## src/rtl/chisq_pkg.sv

```systemverilog
package chisq_pkg;

  localparam int unsigned SUM_BITS = 48;

  typedef enum logic [1:0] {
    BK_IDLE,
    BK_DIV,
    BK_ACC
  } back_state_t;

  typedef struct packed {
    logic load;
    logic step;
    logic commit;
  } back_ctrl_t;

endpackage

```

## src/rtl/chisq_if.sv

```systemverilog
interface chisq_in_if #(
  parameter int unsigned COUNT_BITS = 16
);
  logic                  valid;
  logic                  ready;
  logic [COUNT_BITS-1:0] count_a;
  logic [COUNT_BITS-1:0] count_b;
  logic                  last_bin;

  modport source (output valid, output count_a, output count_b, output last_bin,
                  input ready);
  modport sink (input valid, input count_a, input count_b, input last_bin,
                output ready);
endinterface

interface chisq_out_if
  import chisq_pkg::*;
();
  logic                valid;
  logic                ready;
  logic [SUM_BITS-1:0] distance;
  logic                saturated;

  modport source (output valid, output distance, output saturated, input ready);
  modport sink (input valid, input distance, input saturated, output ready);
endinterface

```

## src/rtl/chisq_front.sv

```systemverilog
module chisq_front
  import chisq_pkg::*;
#(
  parameter int unsigned COUNT_BITS = 16
) (
  input  logic                      clk,
  input  logic                      rst_n,
  chisq_in_if.sink                  in_bus,
  output logic                      fq_valid,
  input  logic                      fq_ready,
  output logic [2*COUNT_BITS-1:0]   fq_num,
  output logic [COUNT_BITS+2:0]     fq_den,
  output logic                      fq_last
);

  localparam int unsigned DEN_BITS = COUNT_BITS + 3;

  logic                  s1_valid_r;
  logic [COUNT_BITS-1:0] diff_r;
  logic [DEN_BITS-1:0]   den_r;
  logic                  last_r;

  logic [COUNT_BITS-1:0] diff_nxt;
  logic [COUNT_BITS:0]   sum_ab;
  logic [DEN_BITS-1:0]   den_nxt;
  logic                  take;

  assign in_bus.ready = !s1_valid_r || fq_ready;
  assign take         = in_bus.valid && in_bus.ready;

  assign diff_nxt = (in_bus.count_a >= in_bus.count_b) ? (in_bus.count_a - in_bus.count_b)
                                                       : (in_bus.count_b - in_bus.count_a);
  assign sum_ab   = {1'b0, in_bus.count_a} + {1'b0, in_bus.count_b};
  // 2(a+b)+4
  assign den_nxt  = {1'b0, sum_ab, 1'b0} + DEN_BITS'(4);

  always_ff @(posedge clk) begin
    if (!rst_n) begin
      s1_valid_r <= 1'b0;
    end else if (in_bus.ready) begin
      s1_valid_r <= in_bus.valid;
    end
  end

  always_ff @(posedge clk) begin
    if (take) begin
      diff_r <= diff_nxt;
      den_r  <= den_nxt;
      last_r <= in_bus.last_bin;
    end
  end

  assign fq_valid = s1_valid_r;
  assign fq_num   = (2*COUNT_BITS)'(diff_r) * (2*COUNT_BITS)'(diff_r);
  assign fq_den   = den_r;
  assign fq_last  = last_r;

endmodule

```

## src/rtl/chisq_queue.sv

```systemverilog
module chisq_queue
  import chisq_pkg::*;
#(
  parameter int unsigned WIDTH = 8
) (
  input  logic             clk,
  input  logic             rst_n,
  input  logic             push_valid,
  output logic             push_ready,
  input  logic [WIDTH-1:0] push_data,
  output logic             pop_valid,
  input  logic             pop_ready,
  output logic [WIDTH-1:0] pop_data
);

  logic [WIDTH-1:0] mem_r [2];
  logic             wr_ptr_r;
  logic             rd_ptr_r;
  logic [1:0]       cnt_r;
  logic             push;
  logic             pop;

  assign push_ready = (cnt_r != 2'd2);
  assign pop_valid  = (cnt_r != 2'd0);
  assign push       = push_valid && push_ready;
  assign pop        = pop_valid && pop_ready;
  assign pop_data   = mem_r[rd_ptr_r];

  always_ff @(posedge clk) begin
    if (!rst_n) begin
      wr_ptr_r <= 1'b0;
      rd_ptr_r <= 1'b0;
      cnt_r    <= 2'd0;
    end else begin
      if (push) wr_ptr_r <= !wr_ptr_r;
      if (pop) rd_ptr_r <= !rd_ptr_r;
      case ({push, pop})
        2'b10:   cnt_r <= cnt_r + 2'd1;
        2'b01:   cnt_r <= cnt_r - 2'd1;
        default: cnt_r <= cnt_r;
      endcase
    end
  end

  always_ff @(posedge clk) begin
    if (push) mem_r[wr_ptr_r] <= push_data;
  end

endmodule

```

## src/rtl/chisq_back.sv

```systemverilog
module chisq_back
  import chisq_pkg::*;
#(
  parameter int unsigned COUNT_BITS    = 16,
  parameter int unsigned FRACTION_BITS = 16
) (
  input  logic                    clk,
  input  logic                    rst_n,
  input  logic                    qb_valid,
  output logic                    qb_ready,
  input  logic [2*COUNT_BITS-1:0] qb_num,
  input  logic [COUNT_BITS+2:0]   qb_den,
  input  logic                    qb_last,
  chisq_out_if.source             out_bus
);

  localparam int unsigned NUM_BITS = 2*COUNT_BITS;
  localparam int unsigned DEN_BITS = COUNT_BITS + 3;
  localparam int unsigned DIV_BITS = NUM_BITS + FRACTION_BITS;
  localparam int unsigned CNT_BITS = $clog2(DIV_BITS);

  back_state_t         state_r;
  back_state_t         state_nxt;
  back_ctrl_t          ctrl;

  logic [DIV_BITS-1:0] dvd_r;
  logic [DEN_BITS-1:0] den_r;
  logic [DEN_BITS-1:0] rem_r;
  logic [SUM_BITS-1:0] quo_r;
  logic                qovf_r;
  logic                last_r;
  logic [CNT_BITS-1:0] cnt_r;

  logic [SUM_BITS-1:0] sum_r;
  logic                sat_r;
  logic                out_valid_r;
  logic [SUM_BITS-1:0] out_distance_r;
  logic                out_saturated_r;

  logic [DEN_BITS-1:0] rem_sh;
  logic                ge;
  logic [SUM_BITS:0]   sum_ext;
  logic                ovf;
  logic [SUM_BITS-1:0] sum_new;
  logic                sat_new;
  logic                can_commit;
  logic                div_done;

  // restoring division, one quotient bit per cycle
  assign rem_sh   = {rem_r[DEN_BITS-2:0], dvd_r[DIV_BITS-1]};
  assign ge       = (rem_sh >= den_r);
  assign div_done = (cnt_r == CNT_BITS'(DIV_BITS - 1));

  assign sum_ext    = {1'b0, sum_r} + {1'b0, quo_r};
  assign ovf        = qovf_r || sum_ext[SUM_BITS];
  assign sum_new    = ovf ? {SUM_BITS{1'b1}} : sum_ext[SUM_BITS-1:0];
  assign sat_new    = sat_r || ovf;
  assign can_commit = !last_r || !out_valid_r || out_bus.ready;

  always_comb begin
    state_nxt = state_r;
    unique case (state_r)
      BK_IDLE: if (qb_valid) state_nxt = BK_DIV;
      BK_DIV:  if (div_done) state_nxt = BK_ACC;
      BK_ACC:  if (can_commit) state_nxt = BK_IDLE;
      default: state_nxt = BK_IDLE;
    endcase
  end

  always_comb begin
    ctrl = '0;
    unique case (state_r)
      BK_IDLE: ctrl.load   = qb_valid;
      BK_DIV:  ctrl.step   = 1'b1;
      BK_ACC:  ctrl.commit = can_commit;
      default: ctrl = '0;
    endcase
  end

  assign qb_ready = (state_r == BK_IDLE);

  always_ff @(posedge clk) begin
    if (!rst_n) begin
      state_r     <= BK_IDLE;
      sum_r       <= '0;
      sat_r       <= 1'b0;
      out_valid_r <= 1'b0;
    end else begin
      state_r <= state_nxt;
      if (ctrl.commit && last_r) begin
        out_valid_r <= 1'b1;
      end else if (out_bus.ready) begin
        out_valid_r <= 1'b0;
      end
      if (ctrl.commit) begin
        if (last_r) begin
          sum_r <= '0;
          sat_r <= 1'b0;
        end else begin
          sum_r <= sum_new;
          sat_r <= sat_new;
        end
      end
    end
  end

  always_ff @(posedge clk) begin
    if (ctrl.load) begin
      dvd_r  <= {qb_num, {FRACTION_BITS{1'b0}}};
      den_r  <= qb_den;
      last_r <= qb_last;
      rem_r  <= '0;
      quo_r  <= '0;
      qovf_r <= 1'b0;
      cnt_r  <= '0;
    end else if (ctrl.step) begin
      dvd_r  <= {dvd_r[DIV_BITS-2:0], 1'b0};
      rem_r  <= ge ? (rem_sh - den_r) : rem_sh;
      quo_r  <= {quo_r[SUM_BITS-2:0], ge};
      qovf_r <= qovf_r || quo_r[SUM_BITS-1];
      cnt_r  <= cnt_r + CNT_BITS'(1);
    end
    if (ctrl.commit && last_r) begin
      out_distance_r  <= sum_new;
      out_saturated_r <= sat_new;
    end
  end

  assign out_bus.valid     = out_valid_r;
  assign out_bus.distance  = out_distance_r;
  assign out_bus.saturated = out_saturated_r;

endmodule

```

## src/rtl/chi_square_histogram_distance_top.sv

```systemverilog
// the bit-serial divider in the back end takes a new bin pair only after the last one is
//   accumulated; a two-entry queue decouples the front
// reset: synchronous active-low rst_n clears the running sum, the saturation flag,
//   the queue and all valid flags
module chi_square_histogram_distance_top
  import chisq_pkg::*;
#(
  parameter int unsigned COUNT_BITS    = 16,
  parameter int unsigned FRACTION_BITS = 16
) (
  input  logic        clk,
  input  logic        rst_n,
  chisq_in_if.sink    in_bus,
  chisq_out_if.source out_bus
);

  localparam int unsigned NUM_BITS = 2*COUNT_BITS;
  localparam int unsigned DEN_BITS = COUNT_BITS + 3;
  localparam int unsigned Q_WIDTH  = NUM_BITS + DEN_BITS + 1;

  logic                fq_valid;
  logic                fq_ready;
  logic [NUM_BITS-1:0] fq_num;
  logic [DEN_BITS-1:0] fq_den;
  logic                fq_last;

  logic                qb_valid;
  logic                qb_ready;
  logic [Q_WIDTH-1:0]  qb_data;

  chisq_front #(
    .COUNT_BITS (COUNT_BITS)
  ) u_front (
    .clk      (clk),
    .rst_n    (rst_n),
    .in_bus   (in_bus),
    .fq_valid (fq_valid),
    .fq_ready (fq_ready),
    .fq_num   (fq_num),
    .fq_den   (fq_den),
    .fq_last  (fq_last)
  );

  chisq_queue #(
    .WIDTH (Q_WIDTH)
  ) u_queue (
    .clk        (clk),
    .rst_n      (rst_n),
    .push_valid (fq_valid),
    .push_ready (fq_ready),
    .push_data  ({fq_num, fq_den, fq_last}),
    .pop_valid  (qb_valid),
    .pop_ready  (qb_ready),
    .pop_data   (qb_data)
  );

  chisq_back #(
    .COUNT_BITS    (COUNT_BITS),
    .FRACTION_BITS (FRACTION_BITS)
  ) u_back (
    .clk      (clk),
    .rst_n    (rst_n),
    .qb_valid (qb_valid),
    .qb_ready (qb_ready),
    .qb_num   (qb_data[Q_WIDTH-1 -: NUM_BITS]),
    .qb_den   (qb_data[DEN_BITS:1]),
    .qb_last  (qb_data[0]),
    .out_bus  (out_bus)
  );

`ifndef SYNTHESIS
  // back end takes one queued beat at a time
  assert property (@(posedge clk) disable iff (!rst_n)
    (qb_valid && qb_ready) |=> !qb_ready)
    else $error("back end took a second beat while dividing");

  // input stalls only when the front stage holds a beat
  assert property (@(posedge clk) disable iff (!rst_n)
    !in_bus.ready |-> fq_valid)
    else $error("input stalled with empty front stage");

  // reset leaves no result pending
  assert property (@(posedge clk)
    !rst_n |=> !out_bus.valid)
    else $error("result valid after reset");
`endif

endmodule

```

## src/flat_wrapper.sv

```systemverilog
// flat-port wrapper written by rule: the top's interface ports become plain ports
module chi_square_histogram_distance_top_flat import chisq_pkg::*;
#(
  parameter int unsigned COUNT_BITS    = 16,
  parameter int unsigned FRACTION_BITS = 16
)
  (clk, rst_n, in_bus_valid, in_bus_count_a, in_bus_count_b, in_bus_last_bin, in_bus_ready, out_bus_valid, out_bus_distance, out_bus_saturated, out_bus_ready);
  chisq_in_if #(.COUNT_BITS(COUNT_BITS)) in_bus_i ();
  chisq_out_if out_bus_i ();
  input  logic clk;
  input  logic rst_n;
  input wire logic [$bits(in_bus_i.valid)-1:0] in_bus_valid;
  input wire logic [$bits(in_bus_i.count_a)-1:0] in_bus_count_a;
  input wire logic [$bits(in_bus_i.count_b)-1:0] in_bus_count_b;
  input wire logic [$bits(in_bus_i.last_bin)-1:0] in_bus_last_bin;
  output wire logic [$bits(in_bus_i.ready)-1:0] in_bus_ready;
  output wire logic [$bits(out_bus_i.valid)-1:0] out_bus_valid;
  output wire logic [$bits(out_bus_i.distance)-1:0] out_bus_distance;
  output wire logic [$bits(out_bus_i.saturated)-1:0] out_bus_saturated;
  input wire logic [$bits(out_bus_i.ready)-1:0] out_bus_ready;
  assign in_bus_i.valid = in_bus_valid;
  assign in_bus_i.count_a = in_bus_count_a;
  assign in_bus_i.count_b = in_bus_count_b;
  assign in_bus_i.last_bin = in_bus_last_bin;
  assign in_bus_ready = in_bus_i.ready;
  assign out_bus_valid = out_bus_i.valid;
  assign out_bus_distance = out_bus_i.distance;
  assign out_bus_saturated = out_bus_i.saturated;
  assign out_bus_i.ready = out_bus_ready;
  chi_square_histogram_distance_top #(.COUNT_BITS(COUNT_BITS), .FRACTION_BITS(FRACTION_BITS)) u_core (.clk(clk), .rst_n(rst_n), .in_bus(in_bus_i), .out_bus(out_bus_i));
endmodule
```

## config.mk

```make
export PLATFORM = sky130hd
export DESIGN_NAME = chi_square_histogram_distance_top_flat
export DESIGN_NICKNAME = d
export VERILOG_FILES = /design/src/rtl/chisq_pkg.sv /design/src/rtl/chisq_if.sv /design/src/rtl/chisq_front.sv /design/src/rtl/chisq_queue.sv /design/src/rtl/chisq_back.sv /design/src/rtl/chi_square_histogram_distance_top.sv /design/src/flat_wrapper.sv
export SDC_FILE = /design/constraint.sdc
export NUM_CORES = 1
export LEC_CHECK = 0
export ABC_AREA = 1
export BUFFER_PORTS_ARGS = -buffer_cell sky130_fd_sc_hd__buf_2
export CAP_MARGIN = 20
export CORE_MARGIN = 3
export CORE_UTILIZATION = 47
export CTS_BUF_LIST = sky130_fd_sc_hd__clkbuf_8
export CTS_CLUSTER_SIZE = 30
export DETAILED_ROUTE_END_ITERATION = 6
export HOLD_SLACK_MARGIN = 0.03
export PLACE_DENSITY = 0.73
export SKIP_CTS_REPAIR_TIMING = 1
export SLEW_MARGIN = 20
export SYNTH_ARGS = -nofsm -noshare
export SYNTH_HDL_FRONTEND = slang
export SYNTH_SLANG_ARGS = --single-unit
```

## constraint.sdc

```tcl
create_clock -name clk -period 7.3 [get_ports clk]
set_input_delay 1.825 -clock clk [delete_from_list [all_inputs] [get_ports clk]]
set_output_delay 1.825 -clock clk [all_outputs]
set_load 0.01 [all_outputs]
```

==> Word-level counts from Yosys, hierarchy flattened <==
Memories as Yosys holds them, arrays and structs flattened. A register that Yosys moved wholly into a read port is not among the register bits.
Index checks and enable logic that the tools add are counted.
{ "word_totals": {"input_bits": 37, "memories": 1, "output_inout_bits": 51, "register_bits": 267, "mem_bits_rw": 104} }
{ "classes": {"n_lt_le_gt_ge": 2, "n_eq_ne": 9, "muxes": 21, "n_addsub": 9, "mul": 1, "reduce_logical": 21} }
{ "mem_list": {"columns": ["memory", "words", "width", "read_ports", "rd_clocked_by_memory_dff", "write_ports", "line", "text"], "rows": [
  ["u_core.u_queue.mem_r", 2, 52, 1, 1, 1, "chisq_queue.sv:16", "logic [WIDTH-1:0] mem_r [2];"]
]} }
{ "op_table": {"columns": ["op", "n"], "rows": [
  ["two-way mux 48 bit", 4],
  ["adder 48 x 48 -> 49 bit", 1],
  ["multiplier 16 x 16 -> 32 bit", 1],
  ["subtractor 16 bit", 2],
  ["adder 18 x 3 -> 19 bit, second input constant", 1],
  ["greater-or-equal comparator 19 bit", 1],
  ["two-way mux 18 bit", 1],
  ["subtractor 18 bit", 1],
  ["adder 16 x 16 -> 17 bit", 1],
  ["greater-or-equal comparator 16 bit", 1],
  ["two-way mux 16 bit", 1],
  ["two-way mux 1 bit", 10],
  ["!= test 2 bit, second input constant", 4],
  ["nonzero test 2 bit", 4],
  ["adder 6 x 1 -> 6 bit, second input constant", 1],
  ["equality test 6 bit, second input constant", 1],
  ["logical OR 1 bit", 6],
  ["two-way mux 2 bit", 3],
  ["one-hot mux 2 bit (3 select lines)", 1],
  ["zero test 1 bit", 5],
  ["equality test 2 x 1 -> 1 bit, second input constant", 2],
  ["equality test 2 bit, second input constant", 2],
  ["logical AND 1 bit", 4],
  ["one-hot mux 2 bit (2 select lines)", 1],
  ["4 further kinds", 4]
]} }

==> Logic depth before layout (Yosys ltp) <==
Gate-level depths: netlist of the first run.
{ "logic_depth": {"depth_word": 6, "depth_mapped": 28, "mapped_depth_nobuf": 26} }

==> Cells and area by module <==
A second synthesis of the first run with hierarchy kept.
{ "hier_totals": {"hier_cells": 3706, "area_unflattened_um2": 29758.5} }
{ "modules_own_cells": {"columns": ["module", "area_each_um2", "cells_each", "instances", "seq_area_each_um2"], "rows": [
  ["chisq_back", 13526.7, 1926, 1, 5535.3],
  ["chisq_front", 11984.0, 1582, 1, 1041.0],
  ["chisq_queue", 4247.8, 198, 1, 3223.1]
]} }

==> Least setup slack after synthesis of the first run <==
No wires, ideal clock.
{ "synth_timing": {"path_type": "register to register", "startpoint": "reg u_core.u_front.diff_r[4]", "endpoint": "mem u_core.u_queue.mem_r[0][45] in the netlist's numbering (data pin)", "setup_slack_ps": 1531, "required_ps": 7037, "t_arrival_ps": 5506, "n_path_buf": 2, "stages_incl_launch_ff": 23, "cell_sequence": "edfxtp_1 -> clkbuf_1 -> clkbuf_1 -> nand2_1 -> fa_1 -> inv_1 -> fa_1 -> fa_1 -> fa_1 -> fa_1 -> inv_1 -> fa_1 -> inv_1 -> ha_1 -> nand2_1 -> inv_1 -> a21oi_1 -> o21ai_0 -> a21oi_1 -> o21bai_1 -> nand2_1 -> nand2_1 -> xor2_1"} }
{ "synth_via": {"elab_chain_len": 1} }
{ "synth_lines": {"columns": ["item", "line", "text"], "rows": [
  ["start, declared", "chisq_front.sv:19", "logic [COUNT_BITS-1:0] diff_r;"],
  ["start signal, assigned", "chisq_front.sv:47", "diff_r <= diff_nxt;"],
  ["multiplier 16 x 16 -> 32 bit", "chisq_front.sv:54", "assign fq_num = (2*COUNT_BITS)'(diff_r) * (2*COUNT_BITS)'(diff_r);"],
  ["via u_core.fq_num[25]", "chi_square_histogram_distance_top.sv:23", "logic [NUM_BITS-1:0] fq_num;"],
  ["end, declared", "chisq_queue.sv:16", null]
]} }
The timed path passes the listed nets, and every way through them passes these cells.

==> Worst setup path in the final report of the first run <==
{ "layout_timing": {"startpoint": "reg u_core.u_front.diff_r[4]", "endpoint": "mem u_core.u_queue.mem_r[1][45] in the netlist's numbering (data pin)"} }
Same word-level chain as after synthesis.

==> results of run 1 <==
==> stage by stage <==
step / cell area, µm² / hold slack (ns) / worst slack, ns
after CTS: 31100 / 0.441 / 1.14
after global routing: 31100 / 0.444 / 0.757
after detailed placement: 29700 / 0.430 / 1.17
after global placement: 29700 / 0.423 / 1.27
after floorplan: 28600 / 0.421 / 1.53
final: 31100 / 0.437 / 1.14
==> kinds of logic (layout without fill, tap and decap cells) <==
group,count (synthesis),after routing,synth area share (%)
AOI/OAI and AO/OA,413,413,8.07
xor gates and xnor gates,105,105,3.21
adders and majority gates,384,384,21.2
buffers and inverters,915,1032,12.3
DFF,363,363,33.5
muxes,18,18,0.708
and+or+nand+nor,1461,1461,21.0
==> path summary, 6_finish.rpt <==
kind,from,to,slack (ns),depth (start not counted)
hold reg to reg,u_core.u_front.fq_den[16]$_DFFE_PP_,u_core.u_queue.mem_r[1][17]$_DFFE_PP_,0.44,0
setup reg to reg,u_core.u_front.diff_r[4]$_DFFE_PP_,u_core.u_queue.mem_r[1][45]$_DFFE_PP_,1.14,20
hold / removal,u_core.u_front.fq_den[16]$_DFFE_PP_,u_core.u_queue.mem_r[1][17]$_DFFE_PP_,0.44,0
setup / recovery,u_core.u_front.diff_r[4]$_DFFE_PP_,u_core.u_queue.mem_r[1][45]$_DFFE_PP_,1.14,20
==> synth_stat cells (all sizes together) (2+ instances only) <==
master and number:
xnor2 21, a21oi 172, nor3 25, inv 818
nor2 207, dfxtp 131, ha 216, a221oi 2
clkbuf 70, o21ai 144, nand2 1043, a21boi 4
o21a 3, buf 26, nand3 138, nand3b 7
mux2 18, o22ai 47, and2 4, nor4 8
xor2 84, a21o 10, o2111ai 2, fa 168
o211ai 4, a211oi 2, edfxtp 232, or2 4
a31oi 6, nand4 25, o21bai 14
==> registers in the layout, indices dropped and copies added, names as in the netlist, 6 cells and up, named ones only <==
name / flops
u_core.u_back.cnt_r: 6
u_core.u_back.den_r: 18
u_core.u_back.dvd_r: 32
u_core.u_back.out_bus.distance: 48
u_core.u_back.quo_r: 48
u_core.u_back.rem_r: 18
u_core.u_back.sum_r: 48
u_core.u_front.diff_r: 15
u_core.u_front.fq_den: 18
u_core.u_queue.mem_r: 98
==> final cells by class <==
| type | count | area [µm²] | share of cell area, % |
|---|---|---|---|
| clock inverter | 48 | 440 | 1.42 |
| inverter | 819 | 3080 | 9.91 |
| clock buffer | 65 | 895 | 2.88 |
| timing repair buffer | 100 | 533 | 1.72 |
| sequential | 363 | 9590 | 30.9 |
| multi-input combinational | 2381 | 15600 | 50.1 |
| tap | 773 | 967 | 3.11 |
==> routing by layer <==
layer	share of wire [%]	track usage, %	vias to the layer above
met2	48	37.1	551
met5	0	0	-
met3	4.5	2.87	144
met1	44	26.5	10400
li1	-	-	11500
met4	3.6	7.96	0
==> results.md, run 1 <==
* Syn Area/Cell at 7.83 µm²
* Final setup vio count at 0
* Remaining DRCs at 0
* Initial antenna violation count at 0
* DR vias/cell at 4.97
* CTS Buf Count at 61
* Die Width at 253 µm
* Worst Path Max Fanout at 17
* Post-synth cell types at 50
* Period utilization at 84.4%
* Headroom to the max-slew limit at 35.4%
* Achievable Freq at 0.162 GHz
* Total Routing Usage GR at 21.1%
* Final ANT Viol Nets at 0
* Crit. End Element: register
* Largest net degree at the start of global routing at 66
* Initial Utilization at 48.0%
* Most used cell, CP: fa_1
* Synth top area cells: edfxtp_1 (24%), nand2_1 (13%), fa_1 (12%)
* Drt first pass iters at 5
* CTS sink count at 363
* Clock root buffer: clkbuf_8
* Share of layout cells above drive strength 1 at 7.65%
* TritonCTS clock tree: done
* PortBufs at 87
* Max-Cap Viols at 0
* Hold Fails Final Rpt at 0
* Post-placement cell count at 4,436
* Clk_lat worst skew at 0.67 ns
* Crit-path cells: nand2_1 > fa_1 > inv_1 > fa_1 > fa_1 > fa_1 > fa_1 > inv_1 > fa_1 > inv_1 > ha_1 > nand2_1 > inv_1 > a21oi_1 > o21ai_0 > a21oi_1 > o21bai_1 > nand2_1 > nand2_1 > xor2_1
* Area leader, netlist: edfxtp_1
* Worst path arrival time at 6.57 ns
* Via Count at 22,600
* Post-synth top area share at 24.3%
* Leading cell type in the layout, fill and taps excluded: nand2_1
* Final Core Density at 52.0%
* Placer Congestion at 0.969
* Setup_tns at 0 ns
* Rows at 89
* Inserted Diodes at 0
* Post-synth EDFFs at 232
* Post-Route WL at 66,600 µm
* Worst EP required at 7.71 ns
* DIE AREA at 63,900 µm²
* Max incr delay on CP at 0.81 ns
* CTS max path bufs at 3
* Vias in the first global route at 22,500
* #FFs+latches synth at 363
* Most frequent cells in the layout: nand2_1 (1,014), inv_1 (821), edfxtp_1 (232)
* Die Ht at 253 µm
* Worst hold path type: register to register
* Htree depth at 2
* First-pass GRT wire length at 110,000 µm
* GR Overflow Total at 0
* Fillcell total at 5,708
* Syn_nets at 4,080
* Mapped cell area at 28,600 µm²
* Syn. warnings at 0
* CP Class: register to register
* Register area share after synthesis at 33.5%
* CP Launch Type: register
* Top FF cell, synth: edfxtp_1
* Total core area at 59,700 µm²
* Status: finished, final reports clean
* Top delay family on crit path: adder cells
* Max stage delay cell, worst path: edfxtp_1
* Starting DRC count in detailed routing at 1,394
* Finished Layout Cells at 4,549
* Post-Synthesis Cells at 3,659
* WL per Instance at 14.6 µm
* Ys async rst share at 0%
* RSZ-0062 raised after global routing: false
* # nets final at 4,147
* Placed wire-length estimate at 51,900 µm
* Buffer and inverter count on the worst path at 4
* I/O Pins at 88
* Slew of the pin with the lowest slew margin at 0.966 ns
* Area Growth Syn to Fin at 8.47%
* Slew Limit Fails at 0
* Skew final at 0.0144 ns
* Clock slew at reported path FFs at 0.06 ns
* Final min period at 6.16 ns
Power of run 1 is left out: the tool's default activity adds up to more than one toggle a clock period on the data nets, which glitch-free logic cannot reach.
==> run 2, diff against run 1 <==
- ABC_AREA: 1 -> 0
- clock period: 7.3 -> 6.25 ns (I/O delays scaled with it)
==> run 2 against run 1 <==
Effect of this change:
- worst setup slack got worse by 1.1 ns
- the run now ends with setup timing left
- non-clock buffer count rose by 96
- wire length fell by 14%
- global-route usage fell by 1.8 points
- register-to-register slack got worse by 1.1 ns
- flip-flop and latch count did not move
- synthesized area fell by 8.9%
- synthesized cell count fell by 28%
- via count fell by 16%
- first-iteration DRC count fell by 26%
==> results.md, run 2 <==
* Post-Route WL at 57,200 µm (-14%)
* Via Count at 19,000 (-16%)
* Crit. End Element: register
* # nets final at 3,206 (-23%)
* DR vias/cell at 5.31 (+7.0%)
* Status: complete, but fails checks
* Worst Path Max Fanout at 7 (-10)
* Initial Utilization at 48.0% (about the same)
* Htree depth at 2 (unchanged)
* I/O Pins at 88 (unchanged)
* Register area share after synthesis at 36.7% (+3.3 points)
* Hold Fails Final Rpt at 0 (unchanged)
* Final Hold Slack at 0.429 ns (-0.00770 ns)
* Synth top area cells: edfxtp_1 (27%), fa_1 (13%), ha_1 (10%)
* Slew Limit Fails at 0 (unchanged)
* Inserted Diodes at 0 (unchanged)
* Area leader, netlist: edfxtp_1
* Clk_lat worst skew at 0.68 ns (about the same)
* Synth Area in XOR/XNOR at 4.46% (+1.2 points)
* Max-Cap Viols at 0 (unchanged)
* Most frequent cells in the layout: inv_1 (357), nand2_1 (298), edfxtp_1 (232)
* Placer Congestion at 0.917 (-5.3%)
* Synth Area in Compound Gates at 13.7% (+5.6 points)
* Post-synth EDFFs at 232 (unchanged)
* Starting DRC count in detailed routing at 1,038 (-26%)
* Total core area at 54,300 µm² (-8.9%)
* Syn_nets at 3,049 (-25%)
* Skew final at 0.0534 ns (+0.0389 ns)
* Final setup margin at -0.0120 ns (-1.15 ns)
* Post-synth top area share at 26.7% (+2.4 points)
* Simple-Gate Fraction of Synth Area at 12.4% (-8.7 points)
* Period utilization at 100% (+16 points)
* #FFs+latches synth at 363 (unchanged)
* Top FF cell, synth: edfxtp_1
* Violated checks: setup timing
* Top reg by flops: u_core.u_queue.mem_r
* Worst path arrival time at 6.67 ns (+0.10 ns)
* Rows at 85 (-4.5%)
* Ys async rst share at 0% (unchanged)
* WL per Instance at 16.0 µm (+9.4%)
* Headroom to the max-slew limit at 28.1% (-7.3 points)
* Die Width at 242 µm (-4.4%)
* Design area at 29,700 µm² (-4.5%)
* Number of flip-flops in the largest register at 98 (unchanged)
* CTS sink count at 363 (unchanged)
* Final min period at 6.26 ns (+0.0982 ns)
* Largest family of logic cells by synthesized area: adder cells
* RSZ-0062 raised after global routing: true
* Final setup vio count at 2 (+2)
* Clock slew at reported path FFs at 0.06 ns (about the same)
* CTS max path bufs at 3 (unchanged)
* Placed wire-length estimate at 42,000 µm (-19%)
* Syn Area/Cell at 9.93 µm² (+27%)
* Mux cell area share after synthesis at 2.82% (+2.1 points)
* CTS Buf Count at 60 (-1.6%)
* CP Class: register to register
* Leading cell type in the layout, fill and taps excluded: inv_1
* Post-synth cell types at 88 (+76%)
* Final ANT Viol Nets at 0 (unchanged)
* Achievable Freq at 0.160 GHz (-1.6%)
* Die Ht at 242 µm (-4.4%)
* Worst hold path type: register to register
* GR Overflow Total at 0 (unchanged)
* Top cells by count, synth: inv_1 (348), nand2_1 (307), edfxtp_1 (232)
* Vias in the first global route at 19,600 (-13%)
* DIE AREA at 58,400 µm² (-8.7%)
* Total Routing Usage GR at 19.3% (-1.8 points)
* Adder-cell share of the synthesized area at 23.2% (+2.1 points)
* First-pass GRT wire length at 94,900 µm (-14%)
* Clock root buffer: clkbuf_8
* Count leader, synth: inv_1
* Drt first pass iters at 5 (unchanged)
* Remaining DRCs at 0 (unchanged)
* CP Launch Type: register
* TritonCTS clock tree: done
* Worst EP required at 6.66 ns (-1.05 ns)
* Post-Synthesis Cells at 2,628 (-28%)
* Placement Setup Slack at -0.159 ns (-1.33 ns)
* Syn. warnings at 0 (unchanged)
* Mapped cell area at 26,100 µm² (-8.9%)
* Largest net degree at the start of global routing at 76 (+15%)
* PortBufs at 87 (unchanged)
* Area Growth Syn to Fin at 13.7%
* Cell Area, Placed at 27,700 µm² (-6.9%)
* Slew of the pin with the lowest slew margin at 1.08 ns (+0.112 ns)
* Initial antenna violation count at 0 (unchanged)
* Share of layout cells above drive strength 1 at 15.7% (+8.1 points)
## run 2: through the flow
step | std cells | TNS (ns) | utilization [%]
3_3_place_gp | 3427 | -0.0538 | 50.9
4_1_cts | 3540 | -1.18 | 53.2
6_report | 3575 | -0.0241 | 54.6
3_5_place_dp | 3427 | -0.949 | 50.9
2_1_floorplan | 2628 | 0 | -
5_1_grt | 3575 | -1.67 | 54.6
## run 2: metal layers
metal,GRT usage (%),share of wire (%)
met5,0,0
met4,6.07,2.6
met3,2.84,4.9
met2,33.6,49
met1,24.7,44
## run 2: worst max-delay path: stages, from the launching register on
cell	delay, ns
edfxtp_1	0.53
buf_6	0.16
buf_4	0.11
nand2_1	0.07
fa_1	0.54
inv_1	0.06
ha_1	0.20
a21o_1	0.17
fa_1	0.52
inv_2	0.04
fa_1	0.52
inv_2	0.04
fa_1	0.49
inv_2	0.04
fa_1	0.51
inv_2	0.05
ha_4	0.23
a21oi_4	0.16
nor2_2	0.05
a311oi_2	0.35
nor2b_2	0.12
o41ai_4	0.41
o21ai_2	0.11
a21oi_2	0.18
o21bai_1	0.13
a21oi_2	0.15
xnor2_1	0.09
## run 2: final cells by class
| class | count | area, µm² |
|---|---|---|
| multi-input combinational | 1813 | 15200 |
| tap | 739 | 925 |
| inverter | 351 | 1320 |
| clock inverter | 45 | 334 |
| sequential | 363 | 9590 |
| timing repair buffer | 196 | 1350 |
| clock buffer | 68 | 936 |
| fill | 4738 | 24700 |
## run 2: final timing paths
kind                                                          from                               endpoint  slack [ns]  cells after the start
worst max register to register  u_core.u_front.diff_r[9]$_DFFE_PP_  u_core.u_queue.mem_r[0][49]$_DFFE_PP_       -0.01                     26
worst min-delay path            u_core.u_front.fq_den[6]$_DFFE_PP_   u_core.u_queue.mem_r[0][7]$_DFFE_PP_        0.43                      0
worst max-delay path            u_core.u_front.diff_r[9]$_DFFE_PP_  u_core.u_queue.mem_r[0][49]$_DFFE_PP_       -0.01                     26
worst min register to register  u_core.u_front.fq_den[6]$_DFFE_PP_   u_core.u_queue.mem_r[0][7]$_DFFE_PP_        0.43                      0
## run 2: cells by family (layout without fill, tap and decap cells)
kind of cell / after synthesis / in the layout
AOI/OAI and AO/OA: 550 / 550
xor gates and xnor gates: 132 / 132
adders and majority gates: 384 / 384
buffers and inverters: 452 / 660
DFF: 363 / 363
muxes: 71 / 71
and+or+nand+nor: 676 / 676
Power of run 2 is left out for the same reason.
